### src/rtl/ckl_pkg.sv
`timescale 1ns / 1ps
// ----------------------------------------------------------------------------
// ckl_pkg: shared types and codes for the compacting key list
// Status codes and the control bundle broadcast to the list cells.
// ----------------------------------------------------------------------------
package ckl_pkg;

  localparam int KEY_W    = 64;
  localparam int STATUS_W = 3;
  localparam int SLOT_W   = 3;
  localparam int COUNT_W  = 4;

  localparam logic [STATUS_W-1:0] ST_INSERTED  = 3'd0;
  localparam logic [STATUS_W-1:0] ST_FULL      = 3'd1;
  localparam logic [STATUS_W-1:0] ST_REMOVED   = 3'd2;
  localparam logic [STATUS_W-1:0] ST_NOT_FOUND = 3'd3;
  localparam logic [STATUS_W-1:0] ST_INVALID   = 3'd4;

  localparam logic CMD_INSERT = 1'b0;
  localparam logic CMD_REMOVE = 1'b1;

  typedef struct packed {
    logic             match_en;   // register compare against key
    logic             remove_en;  // shift down where a hit sits at or before the cell
    logic [KEY_W-1:0] key;
  } ckl_ctrl_t;

endpackage

### src/rtl/ckl_cell.sv
`timescale 1ns / 1ps
// ----------------------------------------------------------------------------
// ckl_cell: one slot of the compacting key list
// Holds one key, registers a compare hit, forwards the found chain and
// takes its right neighbor's key on a shift.
// ----------------------------------------------------------------------------
module ckl_cell (
  input  logic                      clk,
  input  logic                      rst,
  input  ckl_pkg::ckl_ctrl_t        ctrl,
  input  logic                      write,
  input  logic                      found_in,
  input  logic [ckl_pkg::KEY_W-1:0] entry_right,
  output logic [ckl_pkg::KEY_W-1:0] entry,
  output logic                      found_out,
  output logic                      first
);
  import ckl_pkg::*;

  logic hit;

  assign found_out = found_in | hit;
  assign first     = hit & ~found_in;

  // an empty slot is zero and a live key is never zero, so no valid bit
  always_ff @(posedge clk) begin
    if (rst) begin
      entry <= '0;
    end else if (write) begin
      entry <= ctrl.key;
    end else if (ctrl.remove_en && found_out) begin
      entry <= entry_right;
    end
  end

  always_ff @(posedge clk) begin
    if (ctrl.match_en) begin
      hit <= (entry == ctrl.key);
    end
  end

endmodule

### src/rtl/compacting_key_list.sv
`timescale 1ns / 1ps
// ----------------------------------------------------------------------------
// compacting_key_list: fixed-capacity key list kept compact from slot 0
// Insert appends at the tail; remove deletes the first match and closes
// the gap by shifting the later keys down one slot.
// ----------------------------------------------------------------------------
// Usage:
//   Command channel: drive command/key with start high; the beat is taken
//   on a rising edge where busy is low. busy rises on the next cycle and
//   stays high while the operation runs.
//   Result channel: done pulses for one cycle with status, slot and
//   entry_count. The receiver cannot stall; results are not held.
// Timing:
//   Each operation runs through accept, compare (every cell registers
//   key == entry in parallel), apply (the found chain ripples through the
//   row of cells, the cells shift or write, and the result is registered).
//   done is seen the cycle after apply, together with busy low, so a new
//   start can be taken in that same cycle, but never while an operation runs.
//   The found chain across CAPACITY cells sets the apply-cycle path.
// Reset:
//   Synchronous rst empties every slot and clears the count; no beat is
//   pending afterwards.
// Slot carries the low 3 bits of the slot index, entry_count the low
// 4 bits of the count, for capacities beyond those widths.
// ----------------------------------------------------------------------------
module compacting_key_list #(
  parameter int CAPACITY = 8
) (
  input  logic                         clk,
  input  logic                         rst,
  input  logic                         start,
  output logic                         busy,
  input  logic                         command,
  input  logic [ckl_pkg::KEY_W-1:0]    key,
  output logic                         done,
  output logic [ckl_pkg::STATUS_W-1:0] status,
  output logic [ckl_pkg::SLOT_W-1:0]   slot,
  output logic [ckl_pkg::COUNT_W-1:0]  entry_count
);
  import ckl_pkg::*;

  localparam int IDX_W = (CAPACITY > 1) ? $clog2(CAPACITY) : 1;
  localparam int CNT_W = $clog2(CAPACITY + 1);

  localparam logic [1:0] S_IDLE  = 2'd0;
  localparam logic [1:0] S_MATCH = 2'd1;
  localparam logic [1:0] S_APPLY = 2'd2;

  logic [1:0]       state;
  logic             cmd;
  logic [KEY_W-1:0] key_q;
  logic [CNT_W-1:0] occupied;
  logic [CNT_W-1:0] occupied_next;

  logic [STATUS_W-1:0] status_next;
  logic [IDX_W-1:0]    slot_next;

  ckl_ctrl_t ctrl;

  logic [KEY_W-1:0] entries   [CAPACITY];
  logic [CAPACITY:0] found;      // found[i] enters cell i
  logic [CAPACITY-1:0] first;
  logic [CAPACITY-1:0] write;
  logic [IDX_W-1:0] hit_slot;
  logic             key_ok;
  logic             is_full;

  assign busy    = (state != S_IDLE);
  assign key_ok  = (key_q != '0);
  assign is_full = (occupied >= CNT_W'(CAPACITY));

  assign ctrl.match_en  = (state == S_MATCH);
  assign ctrl.remove_en = (state == S_APPLY) && key_ok && (cmd == CMD_REMOVE);
  assign ctrl.key       = key_q;

  assign found[0] = 1'b0;

  // the row of cells; keys shift toward slot 0, the last slot takes zero
  for (genvar i = 0; i < CAPACITY; i++) begin : g_cell
    logic [KEY_W-1:0] right;
    if (i == CAPACITY - 1) begin : g_last
      assign right = '0;
    end else begin : g_mid
      assign right = entries[i+1];
    end

    // tail write lands on the slot just past the occupied ones
    assign write[i] = (state == S_APPLY) && key_ok && (cmd == CMD_INSERT) &&
                      !is_full && (occupied == CNT_W'(i));

    ckl_cell u_cell (
      .clk         (clk),
      .rst         (rst),
      .ctrl        (ctrl),
      .write       (write[i]),
      .found_in    (found[i]),
      .entry_right (right),
      .entry       (entries[i]),
      .found_out   (found[i+1]),
      .first       (first[i])
    );
  end

  // at most one cell flags first, so an OR of indexes encodes it
  always_comb begin
    hit_slot = '0;
    for (int i = 0; i < CAPACITY; i++) begin
      if (first[i]) begin
        hit_slot = hit_slot | IDX_W'(i);
      end
    end
  end

  always_comb begin
    status_next   = ST_INVALID;
    slot_next     = '0;
    occupied_next = occupied;
    if (!key_ok) begin
      status_next = ST_INVALID;
    end else if (cmd == CMD_INSERT) begin
      if (is_full) begin
        status_next = ST_FULL;
      end else begin
        status_next   = ST_INSERTED;
        slot_next     = occupied[IDX_W-1:0];
        occupied_next = occupied + CNT_W'(1);
      end
    end else if (found[CAPACITY]) begin
      status_next   = ST_REMOVED;
      slot_next     = hit_slot;
      occupied_next = occupied - CNT_W'(1);
    end else begin
      status_next = ST_NOT_FOUND;
    end
  end

  // control: sequencer, count, result strobe
  always_ff @(posedge clk) begin
    if (rst) begin
      state    <= S_IDLE;
      occupied <= '0;
      done     <= 1'b0;
    end else begin
      done <= 1'b0;
      case (state)
        S_IDLE: begin
          if (start) begin
            state <= S_MATCH;
          end
        end
        S_MATCH: begin
          state <= S_APPLY;
        end
        S_APPLY: begin
          state    <= S_IDLE;
          occupied <= occupied_next;
          done     <= 1'b1;
        end
        default: begin
          state <= S_IDLE;
        end
      endcase
    end
  end

  // payload registers
  logic [IDX_W+SLOT_W-1:0]  slot_wide;
  logic [CNT_W+COUNT_W-1:0] count_wide;

  assign slot_wide  = {{SLOT_W{1'b0}}, slot_next};
  assign count_wide = {{COUNT_W{1'b0}}, occupied_next};

  always_ff @(posedge clk) begin
    if (state == S_IDLE && start) begin
      cmd   <= command;
      key_q <= key;
    end
    if (state == S_APPLY) begin
      status      <= status_next;
      slot        <= slot_wide[SLOT_W-1:0];
      entry_count <= count_wide[COUNT_W-1:0];
    end
  end

  // checks
  a_done_after_apply: assert property (@(posedge clk) disable iff (rst)
    done |-> $past(state) == S_APPLY)
    else $error("result strobe without an apply cycle");

  a_count_bound: assert property (@(posedge clk) disable iff (rst)
    occupied <= CNT_W'(CAPACITY))
    else $error("entry count beyond capacity");

  a_accept_seq: assert property (@(posedge clk) disable iff (rst)
    (state == S_IDLE && start) |=> state == S_MATCH)
    else $error("accepted beat did not enter compare");

  a_remove_count: assert property (@(posedge clk) disable iff (rst)
    (done && status == ST_REMOVED) |-> occupied == $past(occupied) - CNT_W'(1))
    else $error("remove did not drop the count by one");

  a_insert_count: assert property (@(posedge clk) disable iff (rst)
    (done && status == ST_INSERTED) |-> occupied == $past(occupied) + CNT_W'(1))
    else $error("insert did not raise the count by one");

endmodule

### config.mk
export PLATFORM = sky130hd
export DESIGN_NAME = compacting_key_list
export DESIGN_NICKNAME = d
export VERILOG_FILES = /design/src/rtl/ckl_pkg.sv /design/src/rtl/ckl_cell.sv /design/src/rtl/compacting_key_list.sv
export SDC_FILE = /design/constraint.sdc
export NUM_CORES = 2
export LEC_CHECK = 0
export ABC_AREA = 1
export BUFFER_PORTS_ARGS = -buffer_cell sky130_fd_sc_hd__buf_2
export CORE_AREA = 2 2 358 324
export DETAILED_ROUTE_END_ITERATION = 7
export DIE_AREA = 0 0 360 326
export HOLD_SLACK_MARGIN = 0.1
export RECOVER_POWER = 100
export SLEW_MARGIN = 20
export SYNTH_ARGS = -nofsm -noshare
export SYNTH_HDL_FRONTEND = slang
export SYNTH_HIERARCHICAL = 1
export SYNTH_SLANG_ARGS = --single-unit
### constraint.sdc
create_clock -name clk -period 5.13 [get_ports clk]
set_input_delay 0.2565 -clock clk [delete_from_list [all_inputs] [get_ports clk]]
set_output_delay 0.2565 -clock clk [all_outputs]
set_load 0.05 [all_outputs]
==> metrics.csv <==
stage;metric;value;unit
run_status;failed_checks;max-capacitance violations, max-slew violations;
clock_tree;cts_tree;built;
critical_path;critPathKind;register to register;
critical_path;startpoint;key_q[24]$_DFFE_PP_;
grt;grt_start_max_net_pins;158;
floorplanning;start_util;0.297;
critical_path;path_max_fanout;46;
pwr;design_power_total;11.3;mW
critical_path;r2r_end;g_cell[1].u_cell/entry[35]$_SDFFE_PP0P_;
critical_path;cp-endpoint;g_cell[1].u_cell/entry[35]$_SDFFE_PP0P_;
critical_path;reg2reg_setup_slack;0.76;ns
timing;slew_viol_final;81;
synth;syn-instance-count;4493;
run_status;run_status;complete, but fails checks;
grt;grt_antenna_before_repair;6;
clock_tree;path_clk_slew;0.06;ns
critical_path;crit_path_end_kind;register;
grt;via_count_of_the_first_global_routing_pass;26968;
timing;clock.fmax;0.229;GHz
grt;grtUsageTotal;0.167;
timing;finalClockSkew;0.0245;ns
floorplanning;die-width;360;µm
timing;final.min_clock_period;4.37;ns
floorplanning;core-area;0.114;mm²
critical_path;timing.rr.start;key_q[24]$_DFFE_PP_;
drt;routed_wirelength;100000;µm
drt;drc_errors;0;
timing;smallest_hold_slack;0.154;ns
pwr;static_leakage;14.8;nW
finish;post_layout_nonfiller_instances;6149;
critical_path;timing.critical_path.required;5.58;ns
timing;timing.final.ws_setup;0.761;ns
pwr;worst_ir_drop_on_vdd;0.226;mV
timing;setup_repair_after_global_routing_missed_its_margin;false;
floorplanning;boundaryPins;80;
floorplanning;floorplan.die_area;0.117;mm²
timing;finalSetupViolCount;0;
run;cap_viol_max_count;2;
drt;routed_antenna_nets;0;
drt;wl_per_cell;16.3;µm
drt;via_count;29281;
placed_design;place_inst;5957;
floorplanning;rows;118;
critical_path;reg2regPathDepth;14;
clock_tree;cts_htree_levels;3;
clock_tree;tritoncts_num_sinks;602;
critical_path;timing.critical_path.from_type;register;
timing;final_hold_viols;0;
finish;nNetsFinal;4666;
timing;worst_pin_slew;2.05;ns
worst_hold_path;hold_class;input port to register;
synth;post_synth.cell_area_avg;7.54;µm²
placed_design;finalWeightedCongestion;0.843;
clock_tree;cts.path.max_buffers;3;
clock_tree;cts_inserted_buffers;68;
grt;global_route.overflow_total;0;
timing;timing.max_slew.rel_slack;-0.368;
synth;syn_area;0.0339;mm²
clock_tree;clk-insertion-delay-late;0.63;ns
timing;setup_tns;0;ns
drt;vias_per_cell;4.76;
drt;firstDrtPassIters;6;
finish;syn_to_final_growth;13.0;%
critical_path;timing.critical_path.arrival;4.82;ns
timing;timing.final.crit_share;0.852;
synth;synth_warnings;6;
pwr;power_density;294;mW/mm²
finish;final_layout_size_suffix_gt1_frac;0.0684;
clock_tree;cts_root_buf;clkbuf_16;
floorplanning;die-height;326;µm
placed_design;detailedPlace.worstSlack;1.30;ns
placed_design;post-dp-hpwl;62700;µm
grt;grt_pass1_wl;156000;µm
placed_design;port_buffers;79;
drt;dr.first_iter.drc_count;2362;
-- layout make-up --
| cell class | count | area, µm² |
|---|---|---|
| fill | 12071 | 75800 |
| multi-input combinational | 3479 | 18800 |
| timing repair buffer | 239 | 1740 |
| clock buffer | 110 | 2060 |
| inverter | 203 | 767 |
| sequential | 602 | 12900 |
| tap | 1500 | 1880 |
| clock inverter | 15 | 139 |
| antenna | 1 | 2.50 |
-- critical path, cell delays in order (launching register included) --
cell and delay, ns:
edfxtp_1 0.65, nor2_1 0.30, nand2_1 0.08, nor2_1 0.30, nand2_1 0.14, nor2_1 0.35, nand2_1 0.34, clkinv_4 0.17
nor3_1 0.08, buf_4 0.18, nand2_1 0.12, nand2_4 0.40, clkbuf_2 0.63, o21bai_1 0.32, a31oi_1 0.07
-- placed cells by master, fill, tap and decap left out, drive strengths merged --
cell	instances
or2	8
xor2	1
clkbuf	158
nor2	312
a21oi	10
conb	65
ha	5
nor3b	1
clkinvlp	1
bufinv	1
dlygate4sd3	66
nand2	1588
dfxtp	519
mux2i	1
diode	1
inv	200
nand3	9
clkinv	16
buf	125
edfxtp	83
o21ai	88
o21bai	432
nor3	15
a31oi	432
a211oi	80
xnor2	432
-- state kept, by name (all words and copies together), names as in the netlist --
register	cells
state	2
slot	3
g_cell.u_cell/entry	512
done	1
g_cell.u_cell/hit	8
entry_count	4
status	3
key_q	64
occupied	4
cmd	1
-- stage by stage --
stage	util	instance area, µm²
final	0.336	38300
after CTS	0.338	38600
after global placement	0.313	35700
after global routing	0.336	38300
after floorplan	-	34100
after detailed placement	0.313	35700
-- per-layer routing --
metal	GRT usage	share of wire
met1	0.240	0.49
met5	0	0.00021
met4	0.0541	0.029
met3	0.0282	0.061
met2	0.252	0.42
-- worst min-delay path by stage --
stage	startpoint	to	slack (ns)	cells after the start
floorplan	rst	done$_SDFF_PP0_	0.33	1
global placement	key[36]	key_q[36]$_DFFE_PP_	0.44	1
detailed placement	key[17]	key_q[17]$_DFFE_PP_	0.43	1
CTS	rst	done$_SDFF_PP0_	0.16	2
global route	rst	done$_SDFF_PP0_	0.21	2
finish	rst	done$_SDFF_PP0_	0.15	2
-- what timing repair did --
action	in CTS	in global routing
endpoints found under the hold margin	66	0
resized for setup	0	0
hold buffers	66	0
buffers inserted	0	0
-- power breakdown --
part           switching, mW  total, mW  internal (mW)  leakage [nW]
Sequential             0.143       5.10           4.95          5.00
Combinational          0.744       1.28          0.533          8.73
Clock                   2.07       4.89           2.82          1.08
Power figures use the tool's default switching activity.
